==> src/hdl/lfp_pkg.sv <==
// shared types, constants and the dither table of the led flicker generator
`timescale 1ns / 1ps
`default_nettype none
package lfp_pkg;

  // sizes
  localparam int unsigned LedCountDef = 4;
  localparam int unsigned LevelCount  = 32;
  localparam int unsigned LevelW      = 5;
  localparam int unsigned MaskW       = 4;
  localparam int unsigned SeedW       = 32;
  localparam int unsigned BrightW     = 5;
  localparam int unsigned DelayW      = 16;
  localparam int unsigned CfgIdxW     = 3;
  localparam int unsigned CfgDataW    = 32;
  localparam int unsigned BitCntW     = 5;

  // linear congruential generator
  localparam logic [SeedW-1:0] LcgMul  = 32'd1664525;
  localparam logic [SeedW-1:0] LcgInc  = 32'd1013904223;

  // register reset values
  localparam logic [SeedW-1:0]   SeedRst       = 32'd12345678;
  localparam logic [BrightW-1:0] BrightSpanRst = 5'd20;
  localparam logic [BrightW-1:0] BrightBaseRst = 5'd11;
  localparam logic [DelayW-1:0]  DelaySpanRst  = 16'd750;
  localparam logic [DelayW-1:0]  DelayBaseRst  = 16'd250;

  // register indexes
  typedef enum logic [CfgIdxW-1:0] {
    CfgSeedStart  = 3'd0,
    CfgBrightSpan = 3'd1,
    CfgBrightBase = 3'd2,
    CfgDelaySpan  = 3'd3,
    CfgDelayBase  = 3'd4
  } lfp_cfg_e;

  // controller states
  typedef enum logic [2:0] {
    StIdle,
    StScan,
    StBrightDiv,
    StBrightApply,
    StDelayDiv,
    StDelayApply,
    StUpdate
  } lfp_state_e;

  // controller to datapath
  typedef struct packed {
    logic led_clr;
    logic led_next;
    logic lcg_step;
    logic div_start;
    logic div_step;
    logic sel_delay;
    logic load_pattern;
    logic load_hold;
    logic tick_update;
  } lfp_cmd_t;

  // datapath to controller
  typedef struct packed {
    logic hold_zero;
    logic led_last;
    logic div_last;
  } lfp_sts_t;

  // dither word for one brightness level
  function automatic logic [31:0] dither_word(input logic [LevelW-1:0] level);
    logic [31:0] w;
    unique case (level)
      5'd0:  w = 32'h00000000;
      5'd1:  w = 32'h00010000;
      5'd2:  w = 32'h00010001;
      5'd3:  w = 32'h80200800;
      5'd4:  w = 32'h01010101;
      5'd5:  w = 32'h82080820;
      5'd6:  w = 32'h84108410;
      5'd7:  w = 32'h84112410;
      5'd8:  w = 32'h11111111;
      5'd9:  w = 32'h11249111;
      5'd10: w = 32'h12491249;
      5'd11: w = 32'h25225252;
      5'd12: w = 32'h25252525;
      5'd13: w = 32'h25525522;
      5'd14: w = 32'h25552555;
      5'd15: w = 32'h25555555;
      5'd16: w = 32'h55555555;
      5'd17: w = 32'h55575555;
      5'd18: w = 32'h57555755;
      5'd19: w = 32'h57575755;
      5'd20: w = 32'h57575757;
      5'd21: w = 32'h57577775;
      5'd22: w = 32'h57777577;
      5'd23: w = 32'h57777777;
      5'd24: w = 32'h77777777;
      5'd25: w = 32'hf7777777;
      5'd26: w = 32'hf777f777;
      5'd27: w = 32'hf7f7f777;
      5'd28: w = 32'hf7f7f7f7;
      5'd29: w = 32'hf7fff7f7;
      5'd30: w = 32'hf7fffff7;
      5'd31: w = 32'hf0000000;
      default: w = 32'h00000000;
    endcase
    return w;
  endfunction

endpackage
`default_nettype wire

==> src/hdl/lfp_ctrl.sv <==
// controller state machine: led scan, reload sequencing and output word handshake
`timescale 1ns / 1ps
`default_nettype none
module lfp_ctrl (
  input  wire logic            clk_i,
  input  wire logic            rst_ni,
  input  wire logic            tick_valid_i,
  output logic                 tick_ready_o,
  input  wire logic            tick_i,
  output logic                 led_mask_valid_o,
  input  wire logic            led_mask_ready_i,
  output lfp_pkg::lfp_cmd_t    cmd_o,
  input  wire lfp_pkg::lfp_sts_t sts_i
);

  lfp_pkg::lfp_state_e state_q, state_d;
  logic out_valid_q, out_valid_d;
  logic out_free;

  assign out_free = !out_valid_q || led_mask_ready_i;

  // next state
  always_comb begin
    state_d = state_q;
    unique case (state_q)
      lfp_pkg::StIdle: begin
        if (tick_valid_i && tick_i) state_d = lfp_pkg::StScan;
      end
      lfp_pkg::StScan: begin
        if (sts_i.hold_zero) state_d = lfp_pkg::StBrightDiv;
        else if (sts_i.led_last) state_d = lfp_pkg::StUpdate;
      end
      lfp_pkg::StBrightDiv: begin
        if (sts_i.div_last) state_d = lfp_pkg::StBrightApply;
      end
      lfp_pkg::StBrightApply: state_d = lfp_pkg::StDelayDiv;
      lfp_pkg::StDelayDiv: begin
        if (sts_i.div_last) state_d = lfp_pkg::StDelayApply;
      end
      lfp_pkg::StDelayApply: begin
        state_d = sts_i.led_last ? lfp_pkg::StUpdate : lfp_pkg::StScan;
      end
      lfp_pkg::StUpdate: begin
        if (out_free) state_d = lfp_pkg::StIdle;
      end
      default: state_d = lfp_pkg::StIdle;
    endcase
  end

  // datapath commands
  always_comb begin
    cmd_o = '0;
    unique case (state_q)
      lfp_pkg::StIdle: begin
        cmd_o.led_clr = 1'b1;
      end
      lfp_pkg::StScan: begin
        if (sts_i.hold_zero) begin
          cmd_o.lcg_step  = 1'b1;
          cmd_o.div_start = 1'b1;
        end else if (!sts_i.led_last) begin
          cmd_o.led_next = 1'b1;
        end
      end
      lfp_pkg::StBrightDiv: begin
        cmd_o.div_step = 1'b1;
      end
      lfp_pkg::StBrightApply: begin
        cmd_o.load_pattern = 1'b1;
        cmd_o.lcg_step     = 1'b1;
        cmd_o.div_start    = 1'b1;
      end
      lfp_pkg::StDelayDiv: begin
        cmd_o.div_step  = 1'b1;
        cmd_o.sel_delay = 1'b1;
      end
      lfp_pkg::StDelayApply: begin
        cmd_o.sel_delay = 1'b1;
        cmd_o.load_hold = 1'b1;
        cmd_o.led_next  = !sts_i.led_last;
      end
      lfp_pkg::StUpdate: begin
        cmd_o.tick_update = out_free;
      end
      default: cmd_o = '0;
    endcase
  end

  // output word valid
  always_comb begin
    out_valid_d = out_valid_q && !led_mask_ready_i;
    if (state_q == lfp_pkg::StUpdate && out_free) out_valid_d = 1'b1;
  end

  always_ff @(posedge clk_i or negedge rst_ni) begin
    if (!rst_ni) begin
      state_q     <= lfp_pkg::StIdle;
      out_valid_q <= 1'b0;
    end else begin
      state_q     <= state_d;
      out_valid_q <= out_valid_d;
    end
  end

  assign tick_ready_o     = (state_q == lfp_pkg::StIdle);
  assign led_mask_valid_o = out_valid_q;

endmodule
`default_nettype wire

==> src/hdl/lfp_dp.sv <==
// datapath: config registers, random generator, serial remainder unit, led state
`timescale 1ns / 1ps
`default_nettype none
module lfp_dp #(
  parameter int unsigned LED_COUNT = lfp_pkg::LedCountDef
) (
  input  wire logic                          clk_i,
  input  wire logic                          rst_ni,
  input  wire logic                          cfg_we_i,
  input  wire logic [lfp_pkg::CfgIdxW-1:0]   cfg_idx_i,
  input  wire logic [lfp_pkg::CfgDataW-1:0]  cfg_data_i,
  input  wire lfp_pkg::lfp_cmd_t             cmd_i,
  output lfp_pkg::lfp_sts_t                  sts_o,
  output logic [lfp_pkg::MaskW-1:0]          led_mask_o
);

  localparam int unsigned LedIdxW  = (LED_COUNT > 1) ? $clog2(LED_COUNT) : 1;
  localparam int unsigned MaskLeds = (LED_COUNT < lfp_pkg::MaskW) ? LED_COUNT : lfp_pkg::MaskW;
  localparam int unsigned SeedW    = lfp_pkg::SeedW;
  localparam int unsigned DelayW   = lfp_pkg::DelayW;
  localparam int unsigned BrightW  = lfp_pkg::BrightW;
  localparam int unsigned LevelW   = lfp_pkg::LevelW;
  localparam logic [LedIdxW-1:0] LedLast  = LedIdxW'(LED_COUNT - 1);
  localparam logic [LevelW-1:0]  LevelMax = LevelW'(lfp_pkg::LevelCount - 1);

  // configuration and generator state
  logic [BrightW-1:0] bright_span_q, bright_base_q;
  logic [DelayW-1:0]  delay_span_q, delay_base_q;
  logic [SeedW-1:0]   seed_q, lcg_next;

  // serial remainder unit
  logic [SeedW-1:0]                  dvd_q;
  logic [DelayW-1:0]                 rem_q, rem_d, rem_use;
  logic [lfp_pkg::BitCntW-1:0]       cnt_q;
  logic [DelayW-1:0]                 span_cur;
  logic [DelayW:0]                   trial;

  // led state
  logic [31:0]        pat_q  [LED_COUNT];
  logic [DelayW-1:0]  hold_q [LED_COUNT];
  logic [LedIdxW-1:0] led_q;
  logic [lfp_pkg::MaskW-1:0] mask_q, mask_d;

  // reload values
  logic [LevelW:0]     bright_sum;
  logic [LevelW-1:0]   level;
  logic [DelayW:0]     delay_sum;
  logic [DelayW-1:0]   hold_new;

  assign lcg_next = seed_q * lfp_pkg::LcgMul + lfp_pkg::LcgInc;

  // one restoring remainder step per cycle, dividend msb first
  always_comb begin
    span_cur = cmd_i.sel_delay ? delay_span_q : {{(DelayW-BrightW){1'b0}}, bright_span_q};
    trial    = {rem_q, dvd_q[SeedW-1]};
    if (trial >= {1'b0, span_cur}) rem_d = DelayW'(trial - {1'b0, span_cur});
    else                           rem_d = trial[DelayW-1:0];
    rem_use  = (span_cur == '0) ? '0 : rem_q;
  end

  // brightness level and hold delay with saturation
  always_comb begin
    bright_sum = {1'b0, rem_use[LevelW-1:0]} + (LevelW+1)'(1) + {1'b0, bright_base_q};
    level      = (bright_sum > {1'b0, LevelMax}) ? LevelMax : bright_sum[LevelW-1:0];
    delay_sum  = {1'b0, rem_use} + (DelayW+1)'(1) + {1'b0, delay_base_q};
    hold_new   = delay_sum[DelayW] ? '1 : delay_sum[DelayW-1:0];
  end

  // led output bits of the low lines
  always_comb begin
    mask_d = '0;
    for (int n = 0; n < MaskLeds; n++) begin
      mask_d[n] = pat_q[n][0];
    end
  end

  // configuration registers and random seed
  always_ff @(posedge clk_i or negedge rst_ni) begin
    if (!rst_ni) begin
      seed_q        <= lfp_pkg::SeedRst;
      bright_span_q <= lfp_pkg::BrightSpanRst;
      bright_base_q <= lfp_pkg::BrightBaseRst;
      delay_span_q  <= lfp_pkg::DelaySpanRst;
      delay_base_q  <= lfp_pkg::DelayBaseRst;
    end else begin
      if (cmd_i.lcg_step) seed_q <= lcg_next;
      if (cfg_we_i) begin
        unique case (cfg_idx_i)
          lfp_pkg::CfgSeedStart:  seed_q        <= cfg_data_i[SeedW-1:0];
          lfp_pkg::CfgBrightSpan: bright_span_q <= cfg_data_i[BrightW-1:0];
          lfp_pkg::CfgBrightBase: bright_base_q <= cfg_data_i[BrightW-1:0];
          lfp_pkg::CfgDelaySpan:  delay_span_q  <= cfg_data_i[DelayW-1:0];
          lfp_pkg::CfgDelayBase:  delay_base_q  <= cfg_data_i[DelayW-1:0];
          default: ;
        endcase
      end
    end
  end

  // remainder unit bit counter
  always_ff @(posedge clk_i or negedge rst_ni) begin
    if (!rst_ni) begin
      cnt_q <= '0;
    end else if (cmd_i.div_start) begin
      cnt_q <= '0;
    end else if (cmd_i.div_step) begin
      cnt_q <= cnt_q + 1'b1;
    end
  end

  // remainder unit data
  always_ff @(posedge clk_i) begin
    if (cmd_i.div_start) begin
      dvd_q <= lcg_next;
      rem_q <= '0;
    end else if (cmd_i.div_step) begin
      dvd_q <= {dvd_q[SeedW-2:0], 1'b0};
      rem_q <= rem_d;
    end
  end

  // led pointer
  always_ff @(posedge clk_i or negedge rst_ni) begin
    if (!rst_ni) begin
      led_q <= '0;
    end else if (cmd_i.led_clr) begin
      led_q <= '0;
    end else if (cmd_i.led_next) begin
      led_q <= led_q + 1'b1;
    end
  end

  // patterns and hold counters
  always_ff @(posedge clk_i or negedge rst_ni) begin
    if (!rst_ni) begin
      for (int n = 0; n < LED_COUNT; n++) begin
        pat_q[n]  <= '0;
        hold_q[n] <= '0;
      end
    end else if (cmd_i.tick_update) begin
      for (int n = 0; n < LED_COUNT; n++) begin
        pat_q[n] <= {pat_q[n][0], pat_q[n][31:1]};
        if (hold_q[n] != '0) hold_q[n] <= hold_q[n] - 1'b1;
      end
    end else begin
      if (cmd_i.load_pattern) pat_q[led_q]  <= lfp_pkg::dither_word(level);
      if (cmd_i.load_hold)    hold_q[led_q] <= hold_new;
    end
  end

  // output word
  always_ff @(posedge clk_i) begin
    if (cmd_i.tick_update) mask_q <= mask_d;
  end

  assign sts_o.hold_zero = (hold_q[led_q] == '0);
  assign sts_o.led_last  = (led_q == LedLast);
  assign sts_o.div_last  = (cnt_q == '1);
  assign led_mask_o      = mask_q;

endmodule
`default_nettype wire

==> src/hdl/led_flicker_pattern_pwm.sv <==
// top level of the led flicker pattern generator
// Each accepted tick word with tick set runs the LEDs through their dither patterns and
// returns one led_mask word; a word with tick clear is taken and gives no result. Every
// LED whose hold counter has run out lengthens the tick: each such LED needs two generator
// steps and each remainder is found one bit a cycle by a shared 32-step serial unit. A new
// tick is taken only once the previous one has been worked through, but the finished mask
// waits in its own output register, so the block takes the next tick while the mask is
// still unread; that tick's final update then waits until the earlier mask has been read.
// Registers must be written through the plain write port only while the block is idle;
// the block itself does not enforce this. Writing the seed also reloads the generator.
`timescale 1ns / 1ps
`default_nettype none
module led_flicker_pattern_pwm #(
  parameter int unsigned LED_COUNT = lfp_pkg::LedCountDef
) (
  input  wire logic                          clk_i,
  input  wire logic                          rst_ni,
  input  wire logic                          cfg_we_i,
  input  wire logic [lfp_pkg::CfgIdxW-1:0]   cfg_idx_i,
  input  wire logic [lfp_pkg::CfgDataW-1:0]  cfg_data_i,
  input  wire logic                          tick_valid_i,
  output logic                               tick_ready_o,
  input  wire logic                          tick_i,
  output logic                               led_mask_valid_o,
  input  wire logic                          led_mask_ready_i,
  output logic [lfp_pkg::MaskW-1:0]          led_mask_o
);

  lfp_pkg::lfp_cmd_t cmd;
  lfp_pkg::lfp_sts_t sts;

  // sequencing
  lfp_ctrl u_ctrl (
    .clk_i            (clk_i),
    .rst_ni           (rst_ni),
    .tick_valid_i     (tick_valid_i),
    .tick_ready_o     (tick_ready_o),
    .tick_i           (tick_i),
    .led_mask_valid_o (led_mask_valid_o),
    .led_mask_ready_i (led_mask_ready_i),
    .cmd_o            (cmd),
    .sts_i            (sts)
  );

  // arithmetic and led state
  lfp_dp #(
    .LED_COUNT (LED_COUNT)
  ) u_dp (
    .clk_i      (clk_i),
    .rst_ni     (rst_ni),
    .cfg_we_i   (cfg_we_i),
    .cfg_idx_i  (cfg_idx_i),
    .cfg_data_i (cfg_data_i),
    .cmd_i      (cmd),
    .sts_o      (sts),
    .led_mask_o (led_mask_o)
  );

endmodule
`default_nettype wire
==> config.mk <==
export PLATFORM = sky130hd
export DESIGN_NAME = led_flicker_pattern_pwm
export DESIGN_NICKNAME = d
export VERILOG_FILES = /design/src/hdl/lfp_pkg.sv /design/src/hdl/lfp_ctrl.sv /design/src/hdl/lfp_dp.sv /design/src/hdl/led_flicker_pattern_pwm.sv
export SDC_FILE = /design/constraint.sdc
export NUM_CORES = 1
export LEC_CHECK = 0
export BUFFER_PORTS_ARGS = -buffer_cell sky130_fd_sc_hd__buf_4
export CAP_MARGIN = 25
export CORE_AREA = 2 2 269 271
export CTS_BUF_LIST = sky130_fd_sc_hd__clkbuf_2 sky130_fd_sc_hd__clkbuf_4 sky130_fd_sc_hd__clkbuf_8
export CTS_CLUSTER_SIZE = 16
export DETAILED_ROUTE_END_ITERATION = 7
export DIE_AREA = 0 0 271 273
export SLEW_MARGIN = 40
export SYNTH_ARGS = -nofsm -noshare
export SYNTH_HDL_FRONTEND = slang
export SYNTH_SLANG_ARGS = --single-unit
==> constraint.sdc <==
create_clock -name clk_i -period 12.2 [get_ports clk_i]
set_input_delay 1.22 -clock clk_i [delete_from_list [all_inputs] [get_ports clk_i]]
set_output_delay 1.22 -clock clk_i [all_outputs]
set_load 0.02 [all_outputs]
==> results of run 1 <==
-- layer usage --
metal	track usage, %	wire (microns)
met5	0	0
met4	6.19	2100
met3	2.61	3080
met2	29.4	31200
met1	26.1	32200
-- cell families (layout without fill, tap and decap cells) --
kind of cell,after synthesis,in the layout
AO/OA/AOI/OAI,741,741
adder cells (fa/ha/maj),355,355
buffers and inverters,419,490
XOR/XNOR,74,74
AND/OR/NAND/NOR,706,706
multiplexers,66,66
flip-flops,329,329
other,0,2
-- state kept, by name, summed over array words and instances, names as in the netlist --
signal	flops
u_dp.delay_base_q	16
u_dp.hold_q	64
u_dp.led_mask_o	4
u_dp.delay_span_q	16
u_dp.pat_q	124
u_dp.bright_span_q	5
u_dp.seed_q	32
u_ctrl.state_q	3
u_dp.bright_base_q	5
u_dp.cnt_q	5
u_ctrl.led_mask_valid_o	1
u_dp.rem_q	16
u_dp.dvd_q	32
u_dp.mask_d	4
u_dp.led_q	2
-- per-stage QoR --
stage,setup WS [ns],cells,hold WS (ns),cell area [sq um],util [%]
2_1_floorplan,5.87,2690,0.440,24700,-
3_3_place_gp,5.32,3596,0.458,26000,36.6
3_5_place_dp,5.22,3597,0.461,26100,36.8
4_1_cts,5.18,3711,0.458,27500,38.8
5_1_grt,4.71,3713,0.496,27500,38.8
6_report,5.20,3713,0.458,27500,38.8
-- worst min-delay path: stages, from the launching register on --
cell     delay, ns
dfrtp_1       0.34
a22oi_1       0.07
o21ai_0       0.07
-- layout make-up --
type                            instances  area, sq um  share of cell area, %
Clock inverter                          7          123                  0.445
Tap cell                              950         1190                   4.32
Inverter                              306         1150                   4.18
Clock buffer                          107         1280                   4.67
Antenna cell                            2         5.00                 0.0182
Timing Repair Buffer                   70          566                   2.05
Multi-Input combinational cell       1942        14900                   53.9
Sequential cell                       329         8370                   30.4
-- synthesized netlist by cell type (18+ instances only) --
cell type  count  area [sq um]
xor2_1        27           236
nor2_1       194           728
nor3_1        47           235
dfstp_2       30           788
mux2_2        44           495
and3_1        18           113
nand3_1       50           250
clkbuf_1      97           364
o211ai_1      22           165
a21oi_1      166           831
fa_1         140          2800
o21ai_0      257          1290
a22oi_1       76           571
dfrtp_1      247          6180
edfxtp_1      36          1080
o221ai_1      24           210
nor4_1        21           131
nand2_1      256           961
ha_1         215          2690
o21a_1        31           233
inv_1        305          1140
xnor2_1       47           412
mux2i_1       21           210
a21o_1        36           270
nor2b_1       32           200
a31oi_1       26           163
-- how the worst min path moves through the flow --
stage	to	slack, ns	depth (start not counted)
final	u_dp.pat_q[74]$_DFFE_PN0P_	0.46	2
after global routing	u_dp.led_mask_o[1]$_DFFE_PP_	0.50	0
after CTS	u_dp.pat_q[76]$_DFFE_PN0P_	0.46	2
after detailed placement	u_dp.pat_q[43]$_DFFE_PN0P_	0.46	2
after global placement	u_dp.pat_q[99]$_DFFE_PN0P_	0.46	2
after floorplan	u_dp.rem_q[15]$_SDFFE_PP0P_	0.44	2
==> reports/results.txt, run 1 <==
Length of the first detailed-routing pass in iterations: 5. Across the run, the number of max-cap violations was 0. The number of flip-flops and latches in the synthesized netlist is 329, and the mux share of post-synthesis cell area is 2.92%. From bottom edge to top edge, the die measures 273 microns. The tools report the number of antenna violations at the first check in global routing as 2. In this run the number of cells on the critical path is 22. The total nets after synthesis came out at 3086. TritonCTS built the clock tree. Each instance of the synthesized netlist takes up on average 9.17 sq um. On the critical path the largest part of the delay comes from adder cells. In the final routed layout, each cell accounts on average for 18.5 microns. Summing the areas of all fa, ha and maj instances in the mapped netlist gives 22.3% of the synthesized area. The library cell used most frequently in the layout, excluding fill and tap cells, is inv_1. The tightest min-delay check is of the reg2reg type.

After detailed routing, the number of remaining DRC violations is 0. The synthesized netlist devotes 18.6% of its cell area to compound gates. For this run, the slowest stage of the critical path takes 0.66 ns. In this run the worst setup path begins at u_dp.seed_q[1]$_DFF_PN1_. The worst-case clock skew came out at 0.0640 ns. The number of gates resized after CTS is 0, and the detailed-route vias per instance is 5.33. The total overflow left after global routing is 0. The flow ran to the end, and the final reports show no timing, DRC or antenna violations. Among all flip-flop cells after synthesis, the most frequent one is dfrtp_1. For the number of vias after detailed routing, the log shows 19800. The share of the clock period used by the worst path is 57.4%.

The first global-routing pass estimated 110000 microns of wire. For the final routed database, the setup TNS stands at 0 ns. The floorplan step defined a core boundary enclosing 71000 sq um. The clock passes through at most 3 buffers. In the final design database the tool counted 3106 nets. The synthesized netlist contains 85 unique library cells. The post-CTS setup buffer count came out at 0. The tools report the total global routing track utilization as 18.6%.

The number of slew-limit violations in the final report was 0; the clock period minus final worst setup slack was 7.00 ns. Yosys printed 0 warnings. By area, the combinational part of the netlist is dominated by adder cells. Kind of launch point of the worst setup path: a register. Of all flip-flops after synthesis, the portion carrying an async set or reset was 84.2%. The worst register-to-register path has a setup slack of 5.20 ns.

The endpoint identified for the worst register-to-register timing path is u_dp.dvd_q[29]$_DFFE_PP_. Yosys mapped a number of flops with a built-in enable equal to 36. Setup violations remaining at the end of the flow were counted as 0. Clock latency on the worst-skew pair, taken at its later pin, is 0.71 ns.

Counting stages on the worst path, the most repeated cell is fa_1. The area growth from synthesis to layout is 11.6%. The largest fanout on the critical path came out at 11. The library cells used most frequently in the layout, excluding fill and tap cells, are inv_1 (304), o21ai_0 (257), nand2_1 (255).

Headroom to the max-slew limit came out at 47.9%. After Yosys synthesis, XOR and XNOR cells account for 2.63% of the synthesized area. The depth of the CTS H-tree came out at 2. In this run, the number of DRC markers left after iteration 0 of detailed routing was 1785. Source of the worst hold timing path: u_dp.pat_q[75]$_DFFE_PN0P_. For the sequential-to-total area share from yosys stat, the log shows 33.9%. For this design, the slowest cell found on the critical path is dfstp_2.

The residual antenna-violating net count after detailed routing came out at 0. In this run the critical register-to-register path is launched from u_dp.seed_q[1]$_DFF_PN1_. The tools report the number of global-route vias before repair as 19400. The required time at the worst-slack endpoint came out at 12.61 ns. Clock edge transition at the registers on the reported setup and hold paths: 0.06 ns. The critical path in this run is classified as reg2reg. After detailed routing, the total wire length is 68600 microns.

Buffers inserted to repair hold after CTS numbered 0. The fraction of layout instances using a drive strength above 1 was 11.2%. The critical path goes through inv_1, ha_1, xor2_1, inv_1, ha_1, fa_1, fa_1, fa_1, fa_1, inv_1, fa_1, inv_1, ha_1, or2_2, a21oi_1, a21oi_1, a41o_1, a31oi_1, nor3b_1, and4b_1, nor3_1, nand2_1.

The arrival time at the worst endpoint was 7.41 ns; the number of buffer cells added on primary ports was 46. The initialized floorplan defines 98 standard-cell rows. After legalization and detailed placement, the total HPWL measured 49600 microns. The tree built by TritonCTS fans out to 329 sinks. The congestion estimate from routability-driven global placement came to 0.929. The filler cells instantiated in the layout total 7160.

The tools report the full die area as 74000 sq um. The number of hold violations in the final report is 0, and the critical path buffer and inverter count is 4. Setup repair after global routing left no endpoint under its margin.

For this configuration, the core starts out at a cell density of 34.8%. Measured along the x axis, the die boundary spans 271 microns. STA classifies the critical path endpoint as a register. Cell at the root of the clock tree: clkbuf_8. Synthesis produced a netlist whose cell count is 2690. The tools report the last element of the critical path as u_dp.dvd_q[29]$_DFFE_PP_. Entering global routing, the biggest net connects 79 pins.

Timing would allow up to 143 MHz. Simple logic cell fraction of the synthesized area: 13.2%. The slew at the pin with the worst max-slew slack works out to 0.779 ns. The mapped netlist covers 24700 sq um. For the worst flop-to-flop path, the logic depth is 22. The number of buffers added by the clock tree synthesis step was 61; the count of pins on the block boundary was 47.
Power of run 1 is left out: the tool's default activity adds up to more than one toggle a clock period on the data nets, which glitch-free logic cannot reach.
==> run 2, diff against run 1 <==
==> constraint.sdc (replaced) <==
create_clock -name clk_i -period 6.6 [get_ports clk_i]
set_input_delay 0.66 -clock clk_i [delete_from_list [all_inputs] [get_ports clk_i]]
set_output_delay 0.66 -clock clk_i [all_outputs]
set_load 0.02 [all_outputs]
==> reports/results.txt, run 2 (synthesis results as in run 1) <==
The largest registers in the layout are u_dp.pat_q (124), u_dp.hold_q (64). The clock edge transition at the registers on the reported setup and hold paths is 0.07 ns (about the same), and the number of rows created at floorplan is 98 (unchanged). The number of buffers added by the clock tree synthesis step was 61 (unchanged); the arrival time at the worst endpoint was 6.74 ns (-0.67 ns). The setup violation total in the final timing report was 0 (unchanged). The tools report the placed instance area as 26300 sq um (+0.54%). The tools report the total global routing track utilization as 18.7% (+0.14 points). The number of vias after detailed routing was 19700 (-0.29%).

The number of flip-flops under the largest register name came out at 124 (unchanged). The tools report the achievable frequency as 159 MHz (+11%). The remaining global-route overflow was 0 (unchanged); the length of the first detailed-routing pass in iterations was 8 (+3). The run gives 94 (+19%) as the pin count of the biggest net entering global routing. The signal on the critical path passes through inv_1, ha_1, ha_1, inv_1, fa_1, inv_1, fa_1, fa_1, fa_1, inv_1, fa_1, inv_1, ha_1, or2_2, a21oi_1, a21oi_1, a41o_1, a31oi_2, nor3b_1, and4b_1, nor3_1, nand2_1. The flow ran to the end, and the final reports show no timing, DRC or antenna violations.

The run gives 0 (unchanged) as the max-cap violation count. By startpoint and endpoint, the worst setup path is classified as reg2reg. The depth of the CTS H-tree is 2 (unchanged). Slowest cell on the critical path: dfstp_2. The average wire per standard cell is 18.4 microns (-0.43%).

The number of DRC violations after detailed routing is 0 (unchanged), and the number of global-route vias before repair is 19400 (-0.067%). The logs give 27800 sq um (+0.79%) for the area of all placed cells without fillers and 0 (unchanged) for the number of slew-limit violations in the final report. The initial cell density of the core was 34.8% (unchanged). The most common cell after layout, fill and taps aside is inv_1. The residual antenna-violating net count after detailed routing came out at 0 (unchanged).

The worst-case clock skew was 0.0518 ns (-0.0122 ns); the area inside the core boundary was 71000 sq um (unchanged). The run gives 110000 microns (+0.26%) as the wire length of the first global-routing pass. The slew at the pin with the worst max-slew slack was 0.820 ns (+0.0406 ns). For the insertion delay to the later sink of the worst-skew pair, the log shows 0.72 ns (about the same). Count of pins on the block boundary: 47 (unchanged). The critical path buffer and inverter count was 5 (+1); the max-slew headroom at the worst pin was 45.1% (-2.8 points).

The required time at the worst-slack endpoint is 7.05 ns (-5.56 ns), and the number of antenna violations at the first check in global routing is 2 (unchanged). The run gives 74000 sq um (unchanged) as the full die area. The library cells used most frequently in the layout, excluding fill and tap cells, are inv_1 (304), o21ai_0 (257), nand2_1 (255). The fraction of layout instances using a drive strength above 1 was 11.7% (+0.59 points). The worst hold path belongs to the class in2reg.

The clock period minus final worst setup slack was 6.29 ns (-0.706 ns). The global placement routability congestion is 0.916 (-1.4%). For the CTS sink count, the log shows 329 (unchanged).

STA classifies the critical path endpoint as a register. The kind of launch point of the worst setup path is a register. Clock tree synthesis selected as its root buffer the cell clkbuf_8.

The detailed-route vias per instance was 5.28 (-0.91%); the area growth from synthesis to layout was 12.5%. For the total length of routed wires, the log shows 68800 microns (+0.19%). Number of buffer cells added on primary ports: 46 (unchanged). The tools report the post-DP HPWL as 50300 microns (+1.5%).

Floorplan die height: 273 microns (unchanged). The overall die width works out to 271 microns (unchanged). The maximum clock insertion buffer count was 3 (unchanged); the number of hold violations in the final report was 0 (unchanged). The largest fanout on the critical path came out at 7 (-4). The share of the clock period used by the worst path is 95.4% (+38 points), and the count of routing violations after the opening detailed-route iteration is 1562 (-12%). In this design, the largest share of critical-path delay is due to adder cells. The largest incremental delay on the critical path was 0.64 ns (-0.02 ns). Counting flops per register, the top entry is u_dp.pat_q. The tools report the net total in the final layout as 3128 (+0.71%). TritonCTS built the clock tree.
==> run 2: repair_timing <==
item | in CTS | in global routing
setup endpoints to repair | 0 | 2
hold buffers | 1 | 0
buffers inserted | 0 | 0
hold endpoints to repair | 42 | 0
gates resized for setup | 0 | 1
==> run 2: metal layers <==
layer | GRT usage [%] | up-vias | share of wire (%)
met3 | 2.80 | 122 | 4.9
met2 | 29.0 | 532 | 45
met1 | 26.4 | 9632 | 47
li1 | - | 9432 | -
met5 | 0 | - | 0
met4 | 6.91 | 0 | 3.6
==> run 2: worst paths after layout <==
| path | from | endpoint | slack [ns] | cells after the start |
|---|---|---|---|---|
| setup / recovery | u_dp.seed_q[6]$_DFF_PN1_ | u_dp.dvd_q[29]$_DFFE_PP_ | 0.31 | 22 |
| hold / removal | cfg_data_i[27] | u_dp.seed_q[27]$_DFF_PN0_ | 0.17 | 3 |
| setup reg to reg | u_dp.seed_q[6]$_DFF_PN1_ | u_dp.dvd_q[29]$_DFFE_PP_ | 0.31 | 22 |
| hold reg to reg | u_dp.dvd_q[24]$_DFFE_PP_ | u_dp.dvd_q[25]$_DFFE_PP_ | 0.48 | 2 |
| max in group asynchronous | rst_ni | u_dp.delay_base_q[6]$_DFFE_PN1P_ | 4.84 | 4 |
| min in group asynchronous | rst_ni | u_dp.pat_q[87]$_DFFE_PN0P_ | 0.47 | 2 |
==> run 2: layout make-up <==
class,count,area (sq um)
well taps,950,1190
inverters,306,1150
clock buffers,98,1240
repair buffers,92,737
multi-input cells,1942,14800
fillers,7118,43200
clock inverters,18,241
diodes,1,2.50
flip-flops and latches,329,8370
==> run 2: stage by stage <==
stage               setup slack [ns]  cells  TNS (ns)  hold slack, ns  util, %
finish                         0.306   3736         0           0.172     39.1
global route                -0.00631   3736  -0.00631           0.175     39.1
CTS                            0.230   3735         0           0.136     39.1
detailed placement             0.239   3618         0           0.464     37.0
global placement               0.287   3617         0           0.458     36.9
floorplan                      0.273   2690         0           0.364        -
==> run 2: worst min-delay path: stages <==
cell and delay (ns):
buf_4 0.08, nand2_1 0.04, o21ai_1 0.06
Power of run 2 is left out for the same reason.
